$ cat src/hdl/cbz_pkg.sv
// Package of the cubic Bezier curve unit: sizes, codes, the evaluation
// step table and the command and status types between controller and datapath.
// Depends on nothing.
package cbz_pkg;

  localparam int SEARCH_STEPS = 100;
  localparam int MAX_SAMPLES  = 64;

  // Largest number of grid intervals and the widths that follow from it.
  localparam int DMAX = (SEARCH_STEPS > MAX_SAMPLES - 1) ? SEARCH_STEPS : MAX_SAMPLES - 1;
  localparam int DW   = $clog2(DMAX + 1);
  localparam int RW   = DW + 2;

  localparam int TW = 17;
  localparam logic [TW-1:0] ONE_T = 17'h10000;

  // The grid step is 2*65536 / (2*d), found by a restoring divider.
  localparam int NW = 18;
  localparam logic [NW-1:0] DIV_NUM = 18'h20000;
  localparam int CW = 5;
  localparam logic [CW-1:0] DIV_LAST = CW'(NW - 1);

  localparam int IN_DATA_W  = 56;
  localparam int OUT_DATA_W = 88;
  localparam int CFG_IDX_W  = 3;
  localparam int CFG_DATA_W = 64;

  localparam logic [CFG_IDX_W-1:0] REG_START  = 3'd0;
  localparam logic [CFG_IDX_W-1:0] REG_CTRL_A = 3'd1;
  localparam logic [CFG_IDX_W-1:0] REG_CTRL_B = 3'd2;
  localparam logic [CFG_IDX_W-1:0] REG_END    = 3'd3;
  localparam logic [CFG_IDX_W-1:0] REG_COUNT  = 3'd4;

  // De Casteljau on a rotating set of four points: a set bit is a lerp,
  // a clear bit is a plain rotation.
  localparam logic [8:0] STEP_LERP = 9'b100110111;
  localparam logic [3:0] LAST_STEP = 4'd8;

  typedef enum logic [1:0] {
    OP_EVAL = 2'd0,
    OP_FIND = 2'd1,
    OP_DISC = 2'd2,
    OP_NONE = 2'd3
  } op_e;

  typedef enum logic [3:0] {
    ST_IDLE,
    ST_DIV,
    ST_LOAD,
    ST_MUL,
    ST_ADD,
    ST_ROT,
    ST_POST,
    ST_BEST
  } state_e;

  typedef struct packed {
    logic accept;
    logic div_step;
    logic load;
    logic mul;
    logic lerp;
    logic rot;
    logic keep;
    logic first;
    logic emit_pt;
    logic emit_last;
    logic emit_best;
    logic advance;
  } cmd_t;

  typedef struct packed {
    logic out_free;
    logic k_end;
  } sts_t;

endpackage

$ cat src/hdl/cbz_ctrl.sv
// Controller of the cubic Bezier curve unit: sequences division, the nine
// evaluation steps per point, the search and the sample loop.
// Depends on cbz_pkg.
module cbz_ctrl
  import cbz_pkg::*;
(
  input  logic       clk_i,
  input  logic       rst_ni,
  input  logic       in_valid_i,
  input  logic [1:0] in_opcode_i,
  output logic       in_ready_o,
  input  sts_t       sts_i,
  output cmd_t       cmd_o
);

  state_e         state_q, state_d;
  op_e            op_q, op_d;
  logic [CW-1:0]  cnt_q, cnt_d;
  logic [3:0]     step_q, step_d;
  logic           first_q, first_d;

  always_ff @(posedge clk_i or negedge rst_ni) begin
    if (!rst_ni) begin
      state_q <= ST_IDLE;
      op_q    <= OP_EVAL;
      cnt_q   <= '0;
      step_q  <= '0;
      first_q <= 1'b0;
    end else begin
      state_q <= state_d;
      op_q    <= op_d;
      cnt_q   <= cnt_d;
      step_q  <= step_d;
      first_q <= first_d;
    end
  end

  always_comb begin
    state_d    = state_q;
    op_d       = op_q;
    cnt_d      = cnt_q;
    step_d     = step_q;
    first_d    = first_q;
    cmd_o      = '0;
    in_ready_o = 1'b0;
    unique case (state_q)
      ST_IDLE: begin
        in_ready_o = 1'b1;
        if (in_valid_i) begin
          cmd_o.accept = 1'b1;
          op_d         = op_e'(in_opcode_i);
          cnt_d        = '0;
          first_d      = 1'b1;
          unique case (op_e'(in_opcode_i))
            OP_EVAL:          state_d = ST_LOAD;
            OP_FIND, OP_DISC: state_d = ST_DIV;
            default:          state_d = ST_IDLE;
          endcase
        end
      end
      ST_DIV: begin
        cmd_o.div_step = 1'b1;
        cnt_d          = cnt_q + CW'(1);
        if (cnt_q == DIV_LAST) begin
          state_d = ST_LOAD;
        end
      end
      ST_LOAD: begin
        cmd_o.load = 1'b1;
        step_d     = '0;
        state_d    = STEP_LERP[0] ? ST_MUL : ST_ROT;
      end
      ST_MUL: begin
        cmd_o.mul = 1'b1;
        state_d   = ST_ADD;
      end
      ST_ADD, ST_ROT: begin
        cmd_o.lerp = (state_q == ST_ADD);
        cmd_o.rot  = (state_q == ST_ROT);
        step_d     = step_q + 4'd1;
        if (step_q == LAST_STEP) begin
          state_d = ST_POST;
        end else begin
          state_d = STEP_LERP[step_q + 4'd1] ? ST_MUL : ST_ROT;
        end
      end
      ST_POST: begin
        if (op_q == OP_FIND) begin
          cmd_o.keep  = 1'b1;
          cmd_o.first = first_q;
          first_d     = 1'b0;
          if (sts_i.k_end) begin
            state_d = ST_BEST;
          end else begin
            cmd_o.advance = 1'b1;
            state_d       = ST_LOAD;
          end
        end else if (sts_i.out_free) begin
          cmd_o.emit_pt   = 1'b1;
          cmd_o.emit_last = (op_q != OP_DISC) || sts_i.k_end;
          if (cmd_o.emit_last) begin
            state_d = ST_IDLE;
          end else begin
            cmd_o.advance = 1'b1;
            state_d       = ST_LOAD;
          end
        end
      end
      ST_BEST: begin
        if (sts_i.out_free) begin
          cmd_o.emit_best = 1'b1;
          state_d         = ST_IDLE;
        end
      end
      default: state_d = ST_IDLE;
    endcase
  end

  a_emit_free: assert property (@(posedge clk_i) disable iff (!rst_ni)
    (cmd_o.emit_pt || cmd_o.emit_best) |-> sts_i.out_free)
    else $error("result written while output register is occupied");

  a_emit_excl: assert property (@(posedge clk_i) disable iff (!rst_ni)
    !(cmd_o.emit_pt && cmd_o.emit_best))
    else $error("two results written in one cycle");

  a_div_len: assert property (@(posedge clk_i) disable iff (!rst_ni)
    (state_q == ST_DIV) |-> (cnt_q <= DIV_LAST))
    else $error("divider ran past its length");

  a_find_keep: assert property (@(posedge clk_i) disable iff (!rst_ni)
    cmd_o.keep |-> (op_q == OP_FIND))
    else $error("search compare outside a find item");

endmodule

$ cat src/hdl/cbz_dpath.sv
// Datapath of the cubic Bezier curve unit: configuration registers, grid
// divider and stepper, shared lerp pair, search compare and output register.
// Depends on cbz_pkg.
module cbz_dpath
  import cbz_pkg::*;
(
  input  logic                  clk_i,
  input  logic                  rst_ni,
  input  cmd_t                  cmd_i,
  output sts_t                  sts_o,
  input  logic                  cfg_we_i,
  input  logic [CFG_IDX_W-1:0]  cfg_idx_i,
  input  logic [CFG_DATA_W-1:0] cfg_data_i,
  input  logic [IN_DATA_W-1:0]  in_data_i,
  output logic                  out_valid_o,
  input  logic                  out_ready_i,
  output logic [OUT_DATA_W-1:0] out_data_o,
  output logic                  out_last_o
);

  logic [CFG_DATA_W-1:0] pt_q [4];
  logic [6:0]            cnt_q;

  always_ff @(posedge clk_i or negedge rst_ni) begin
    if (!rst_ni) begin
      for (int i = 0; i < 4; i++) pt_q[i] <= '0;
      cnt_q <= 7'd64;
    end else if (cfg_we_i) begin
      unique case (cfg_idx_i)
        REG_START:  pt_q[0] <= cfg_data_i;
        REG_CTRL_A: pt_q[1] <= cfg_data_i;
        REG_CTRL_B: pt_q[2] <= cfg_data_i;
        REG_END:    pt_q[3] <= cfg_data_i;
        REG_COUNT:  cnt_q   <= cfg_data_i[6:0];
        default:    ;
      endcase
    end
  end

  // Decode of the accepted item.
  op_e               in_op;
  logic [TW-1:0]     in_t, t_sat;
  logic signed [31:0] in_tx;
  logic [6:0]        n_cl;
  logic [DW-1:0]     d_acc;

  assign in_op = op_e'(in_data_i[1:0]);
  assign in_t  = in_data_i[18:2];
  assign in_tx = in_data_i[50:19];
  assign t_sat = (in_t > ONE_T) ? ONE_T : in_t;

  always_comb begin
    if (cnt_q < 7'd2) begin
      n_cl = 7'd2;
    end else if (cnt_q > 7'(MAX_SAMPLES)) begin
      n_cl = 7'(MAX_SAMPLES);
    end else begin
      n_cl = cnt_q;
    end
    d_acc = (in_op == OP_FIND) ? DW'(SEARCH_STEPS) : DW'(n_cl - 7'd1);
  end

  // Grid: t_k = round(k / d), stepped by quotient and remainder of 1/d.
  logic [DW-1:0]      d_q, k_q;
  logic signed [31:0] tgt_q;
  logic [RW-1:0]      rem_q, tr_q, d2, trial, tr_sum;
  logic [NW-1:0]      num_q, quo_q;
  logic [TW-1:0]      tq_q;

  assign d2     = RW'({d_q, 1'b0});
  assign trial  = {rem_q[RW-2:0], num_q[NW-1]};
  assign tr_sum = tr_q + rem_q;

  always_ff @(posedge clk_i) begin
    if (cmd_i.accept) begin
      d_q   <= d_acc;
      tgt_q <= in_tx;
      k_q   <= '0;
      rem_q <= '0;
      num_q <= DIV_NUM;
      quo_q <= '0;
      tr_q  <= RW'(d_acc);
      tq_q  <= (in_op == OP_EVAL) ? t_sat : '0;
    end else begin
      if (cmd_i.div_step) begin
        num_q <= {num_q[NW-2:0], 1'b0};
        if (trial >= d2) begin
          rem_q <= trial - d2;
          quo_q <= {quo_q[NW-2:0], 1'b1};
        end else begin
          rem_q <= trial;
          quo_q <= {quo_q[NW-2:0], 1'b0};
        end
      end
      if (cmd_i.advance) begin
        k_q <= k_q + DW'(1);
        if (tr_sum >= d2) begin
          tr_q <= tr_sum - d2;
          tq_q <= tq_q + quo_q[TW-1:0] + TW'(1);
        end else begin
          tr_q <= tr_sum;
          tq_q <= tq_q + quo_q[TW-1:0];
        end
      end
    end
  end

  // Rotating point set and the lerp pair, product registered.
  logic signed [31:0] px_q [4];
  logic signed [31:0] py_q [4];
  logic signed [50:0] prx_q, pry_q, rndx, rndy;
  logic signed [32:0] dfx, dfy;
  logic signed [31:0] resx, resy;

  assign dfx  = $signed({px_q[1][31], px_q[1]}) - $signed({px_q[0][31], px_q[0]});
  assign dfy  = $signed({py_q[1][31], py_q[1]}) - $signed({py_q[0][31], py_q[0]});
  assign rndx = (prx_q + 51'sd32768) >>> 16;
  assign rndy = (pry_q + 51'sd32768) >>> 16;
  assign resx = px_q[0] + rndx[31:0];
  assign resy = py_q[0] + rndy[31:0];

  always_ff @(posedge clk_i) begin
    if (cmd_i.load) begin
      for (int i = 0; i < 4; i++) begin
        px_q[i] <= pt_q[i][63:32];
        py_q[i] <= pt_q[i][31:0];
      end
    end else if (cmd_i.lerp || cmd_i.rot) begin
      for (int i = 0; i < 3; i++) begin
        px_q[i] <= px_q[i+1];
        py_q[i] <= py_q[i+1];
      end
      px_q[3] <= cmd_i.lerp ? resx : px_q[0];
      py_q[3] <= cmd_i.lerp ? resy : py_q[0];
    end
    if (cmd_i.mul) begin
      prx_q <= dfx * $signed({1'b0, tq_q});
      pry_q <= dfy * $signed({1'b0, tq_q});
    end
  end

  // Nearest-x search; only a strictly smaller distance replaces the best.
  logic signed [32:0] dd;
  logic [32:0]        dx_abs, bd_q;
  logic signed [31:0] bx_q, by_q;
  logic [TW-1:0]      bt_q;

  assign dd     = $signed({tgt_q[31], tgt_q}) - $signed({px_q[3][31], px_q[3]});
  assign dx_abs = dd[32] ? 33'(-dd) : 33'(dd);

  always_ff @(posedge clk_i) begin
    if (cmd_i.keep && (cmd_i.first || dx_abs < bd_q)) begin
      bd_q <= dx_abs;
      bx_q <= px_q[3];
      by_q <= py_q[3];
      bt_q <= tq_q;
    end
  end

  // Output register.
  logic               ov_q;
  logic signed [31:0] ox_q, oy_q;
  logic [TW-1:0]      ot_q;
  logic               ol_q;

  always_ff @(posedge clk_i or negedge rst_ni) begin
    if (!rst_ni) begin
      ov_q <= 1'b0;
    end else if (cmd_i.emit_pt || cmd_i.emit_best) begin
      ov_q <= 1'b1;
    end else if (out_ready_i) begin
      ov_q <= 1'b0;
    end
  end

  always_ff @(posedge clk_i) begin
    if (cmd_i.emit_pt) begin
      ox_q <= px_q[3];
      oy_q <= py_q[3];
      ot_q <= tq_q;
      ol_q <= cmd_i.emit_last;
    end else if (cmd_i.emit_best) begin
      ox_q <= bx_q;
      oy_q <= by_q;
      ot_q <= bt_q;
      ol_q <= 1'b1;
    end
  end

  assign out_valid_o    = ov_q;
  assign out_data_o     = {7'b0, ot_q, oy_q, ox_q};
  assign out_last_o     = ol_q;
  assign sts_o.out_free = !ov_q || out_ready_i;
  assign sts_o.k_end    = (k_q == d_q);

  a_t_range: assert property (@(posedge clk_i) disable iff (!rst_ni)
    cmd_i.emit_pt |-> (tq_q <= ONE_T))
    else $error("curve parameter above one");

  a_k_range: assert property (@(posedge clk_i) disable iff (!rst_ni)
    cmd_i.advance |-> (k_q < d_q))
    else $error("grid index stepped past the last interval");

  a_rem_range: assert property (@(posedge clk_i) disable iff (!rst_ni)
    cmd_i.advance |-> (tr_q < d2))
    else $error("grid remainder out of range");

endmodule

$ cat src/hdl/cubic_bezier_curve_unit.sv
// Cubic Bezier curve unit: evaluate, nearest-x search and discretize.
// Each point runs load, six lerps (a multiply, then an add), three rotations and post;
// find and discretize first run the grid divider. Evaluate computes one point, find 101
// and discretize n; output stalls can hold any item. One item at a time; a waiting result
// lets the next start. Reset clears control, points to zero and sample_count to 64.
// Depends on cbz_pkg.
module cubic_bezier_curve_unit
  import cbz_pkg::*;
(
  input  logic                  clk_i,
  input  logic                  rst_ni,
  input  logic                  s_axis_tvalid,
  output logic                  s_axis_tready,
  input  logic [IN_DATA_W-1:0]  s_axis_tdata,  // opcode, t_in, target_x
  output logic                  m_axis_tvalid,
  input  logic                  m_axis_tready,
  output logic [OUT_DATA_W-1:0] m_axis_tdata,  // point_x, point_y, t_out
  output logic                  m_axis_tlast,
  input  logic                  cfg_we_i,
  input  logic [CFG_IDX_W-1:0]  cfg_idx_i,
  input  logic [CFG_DATA_W-1:0] cfg_data_i
);

  cmd_t cmd;
  sts_t sts;

  cbz_ctrl u_ctrl (
    .clk_i       (clk_i),
    .rst_ni      (rst_ni),
    .in_valid_i  (s_axis_tvalid),
    .in_opcode_i (s_axis_tdata[1:0]),
    .in_ready_o  (s_axis_tready),
    .sts_i       (sts),
    .cmd_o       (cmd)
  );

  cbz_dpath u_dpath (
    .clk_i       (clk_i),
    .rst_ni      (rst_ni),
    .cmd_i       (cmd),
    .sts_o       (sts),
    .cfg_we_i    (cfg_we_i),
    .cfg_idx_i   (cfg_idx_i),
    .cfg_data_i  (cfg_data_i),
    .in_data_i   (s_axis_tdata),
    .out_valid_o (m_axis_tvalid),
    .out_ready_i (m_axis_tready),
    .out_data_o  (m_axis_tdata),
    .out_last_o  (m_axis_tlast)
  );

endmodule
$ cat config.mk
export PLATFORM = sky130hd
export DESIGN_NAME = cubic_bezier_curve_unit
export DESIGN_NICKNAME = d
export VERILOG_FILES = /design/src/hdl/cbz_pkg.sv /design/src/hdl/cbz_ctrl.sv /design/src/hdl/cbz_dpath.sv /design/src/hdl/cubic_bezier_curve_unit.sv
export SDC_FILE = /design/constraint.sdc
export NUM_CORES = 2
export LEC_CHECK = 0
export BUFFER_PORTS_ARGS = -buffer_cell sky130_fd_sc_hd__buf_2
export CAP_MARGIN = 20
export CELL_PAD_IN_SITES_DETAIL_PLACEMENT = 2
export CELL_PAD_IN_SITES_GLOBAL_PLACEMENT = 2
export CORE_UTILIZATION = 25
export DETAILED_ROUTE_END_ITERATION = 16
export PLACE_DENSITY = 0.64
export SYNTH_ARGS = -nofsm -noshare
export SYNTH_HDL_FRONTEND = slang
export SYNTH_SLANG_ARGS = --single-unit
$ cat constraint.sdc
create_clock -name clk_i -period 8.5 [get_ports clk_i]
set_input_delay 0.425 -clock clk_i [delete_from_list [all_inputs] [get_ports clk_i]]
set_output_delay 0.425 -clock clk_i [all_outputs]
set_load 0.01 [all_outputs]
==> qor.txt <==
Hold Worst Slack = 0.06185 ns
worst rel slew slack = 31.75%
Num CTS Buffers = 100
layout cell share with drive strength beyond 1 = 20.57%
die height = 580.6 um
CP Capture Type = register
Clock Tree Root = clkbuf_16
first-pass GRT wire length = 445.9 mm
FF+latch area = 25150 um^2
Cells after Synth = 8381
Fmax = 110.0 MHz
remaining antenna violation count = 0
slowest stage cell, crit path = fa_1
DR vias = 62530
Yosys Warn Count = 0
First-pass DRT Iterations = 5
number of synthesized flops with an enable pin = 581
Worst R2R Path Depth = 40
CP arrival = 9.58 ns
Initial Util = 25.12%
DRC Markers = 0
clk slew on worst S/H paths = 0.06 ns
Final Slew Violations = 0
Least-Margin Pin Slew = 1.021 ns
grt total ovfl = 0
initial antenna violation count = 13
routability cong. = 0.8283
CTS Sinks = 896
Worst Skew = 0.08769 ns
Cell Count, Final, Fillers Out = 13750
Synth top area share = 24.81%
Skew-Pair Late Insertion Delay = 0.79 ns
RSZ-0062 raised after global routing = true
Boundary Pins = 219
Worst Hold End = u_dpath.cnt_q[2]
number of max-cap violations = 0
most frequent cell after synthesis = inv_1
Final setup viols = 27
register area share after synthesis = 30.05%
Layout fillers = 36560
Synth Flop Type = edfxtp_1
Layout Nets = 10900
Distinct cells, synth = 104
data required time at the worst endpoint = 8.99 ns
total track usage = 17.01%
startpoint types = register
Max clock buf depth = 3
Setup WS pre-CTS = -1.208 ns
row cnt = 212
largest net degree at the start of global routing = 140
flops & latches, synth = 896
FFs w/ async S/R, synth = 31.14%
RR Endpoint = u_dpath.prx_q[34]
CTS tree = built
min Tclk post-route = 9.090 ns
die area = 337100 um^2
min-delay worst type = in -> reg
DP Cell Count = 13330
wire length per cell = 20.96 um
dominant cells by area after synthesis = fa_1, edfxtp_1, dfrtp_1, ha_1, inv_1
period utilization = 106.9%
Vias/cell = 4.547
Syn Std Cell Area = 83690 um^2
status = finished with violations
Routed WL = 288.3 mm
core footprint = 333200 um^2
number of global-route vias before repair = 73690
setup ws final = -0.5905 ns
area delta synth->final = 22.40%
RR Startpoint = u_dpath.px_q[1][0]
Iteration-0 DRC Markers = 2224
Worst R2R Setup Slack = -0.59 ns
PortBufs = 206
hold path startpoint = cfg_data_i[2]
Multi-input gate area = 53840 um^2
synthesized area per cell = 9.986 um^2
kind of critical path = reg -> reg
Hold Vio Cnt, Final = 0
Crit path largest cell delay = 0.57 ns
Hold Crit Depth = 2
Post-synth top cells = inv_1, nand2_1, fa_1, edfxtp_1, and2_1
Max FO, Critical Path = 4
failing checks = setup timing
largest area contributor in the netlist = fa_1
placed wire-length estimate = 222.8 mm
die width = 580.6 um
critical path's most frequent cell = o21a_1
CTS H-Tree Depth = 3
[critical path: cells and delay by family (launching register included)]
kind,cells,cell delay (ns)
simple gates,7,0.96
flops,1,0.40
compound gates,13,2.57
xor+xnor,2,0.25
buf+inv,9,1.06
fa+ha+maj,9,3.60
[how the worst max path moves through the flow]
stage,start,end,slack (ns),cells after the start
after floorplan,u_dpath.px_q[1][0],u_dpath.prx_q[47],-0.03,35
after global placement,u_dpath.px_q[1][0],u_dpath.prx_q[47],-0.89,37
after detailed placement,u_dpath.px_q[1][2],u_dpath.prx_q[47],-1.21,36
after CTS,u_dpath.px_q[1][0],u_dpath.prx_q[47],-0.65,37
after global routing,u_dpath.px_q[1][0],u_dpath.prx_q[34],-0.99,40
final,u_dpath.px_q[1][0],u_dpath.prx_q[34],-0.59,40
[final cells by class]
type | instances | area share, %
clock inverter | 54 | 0.4861
multi-input combinational | 5728 | 52.56
tap | 4387 | 5.358
timing repair buffer | 1112 | 9.002
sequential | 896 | 24.56
clock buffer | 135 | 2.762
inverter | 1433 | 5.259
antenna | 7 | 0.01710
[metrics by stage]
stage | area [um^2] | setup TNS (ns) | utilization, %
global route | 102400 | -19.62 | 30.74
finish | 102400 | -7.781 | 30.75
CTS | 101300 | -7.477 | 30.39
floorplan | 83920 | -0.02891 | -
global placement | 95150 | -16.74 | 28.56
detailed placement | 95170 | -30.16 | 28.56
[placed cells by master, fill, tap and decap left out, types with 108 or more instances in the layout]
cell type / n
nand2_1: 1259
o21ai_0: 210
nand3_1: 109
a21oi_1: 207
xor2_1: 120
xnor2_1: 224
mux2_2: 347
and2_1: 515
dfrtp_1: 277
inv_1: 1384
ha_1: 418
buf_4: 684
dlygate4sd3_1: 109
edfxtp_1: 581
fa_1: 1000
nor2b_1: 108
nor2_1: 241
buf_2: 205
[registers in the layout, indices dropped and copies added, names as in the netlist, 3 cells and up]
name and count:
u_dpath.quo_q 17, u_dpath.bt_q 17, u_ctrl.state_q 3, u_dpath.by_q 32, u_dpath.pt_q 256, u_dpath.tq_q 17, u_dpath.oy_q 32, u_dpath.tgt_q 32
u_ctrl.step_q 4, u_dpath.bd_q 33, u_dpath.ot_q 17, u_ctrl.cnt_q 5, u_dpath.rem_q 9, u_dpath.tr_q 9, u_dpath.px_q 128, u_dpath.k_q 7
u_dpath.cnt_q 7, u_dpath.py_q 128, u_dpath.bx_q 32, u_dpath.pry_q 33, u_dpath.prx_q 33, u_dpath.ox_q 32, u_dpath.d_q 7
[cells by family (layout without fill, tap and decap cells)]
| kind of cell | after synthesis | after routing | synth area share, % |
|---|---|---|---|
| fa+ha+maj | 1499 | 1499 | 31.71 |
| compound gates | 880 | 880 | 6.663 |
| xor+xnor | 370 | 370 | 3.898 |
| mux | 363 | 363 | 4.860 |
| simple gates | 2609 | 2609 | 14.86 |
| other cells | 1 | 14 | 0.004481 |
| flops | 896 | 896 | 30.05 |
| buf+inv | 1763 | 2734 | 7.950 |
[what timing repair did]
action                                  CTS  global route
endpoints found under the setup margin   50            54
hold buffers                            109             0
setup buffers                            72            48
endpoints found under the hold margin   352             0
gates resized for setup                 264           187
cloned                                    0             2
pin swaps                               183           193
[metal layers]
layer / global-route usage [%] / wire length (um) / part of all wire [%]
met5: 0 / 21 / 0.0073
met4: 3.535 / 6729 / 2.3
met3: 1.490 / 6739 / 2.3
met2: 31.89 / 152100 / 53
met1: 21.03 / 122700 / 43
Power is not shown: default switching activity piles up to over one toggle a cycle in this logic, so the estimate is an artifact.
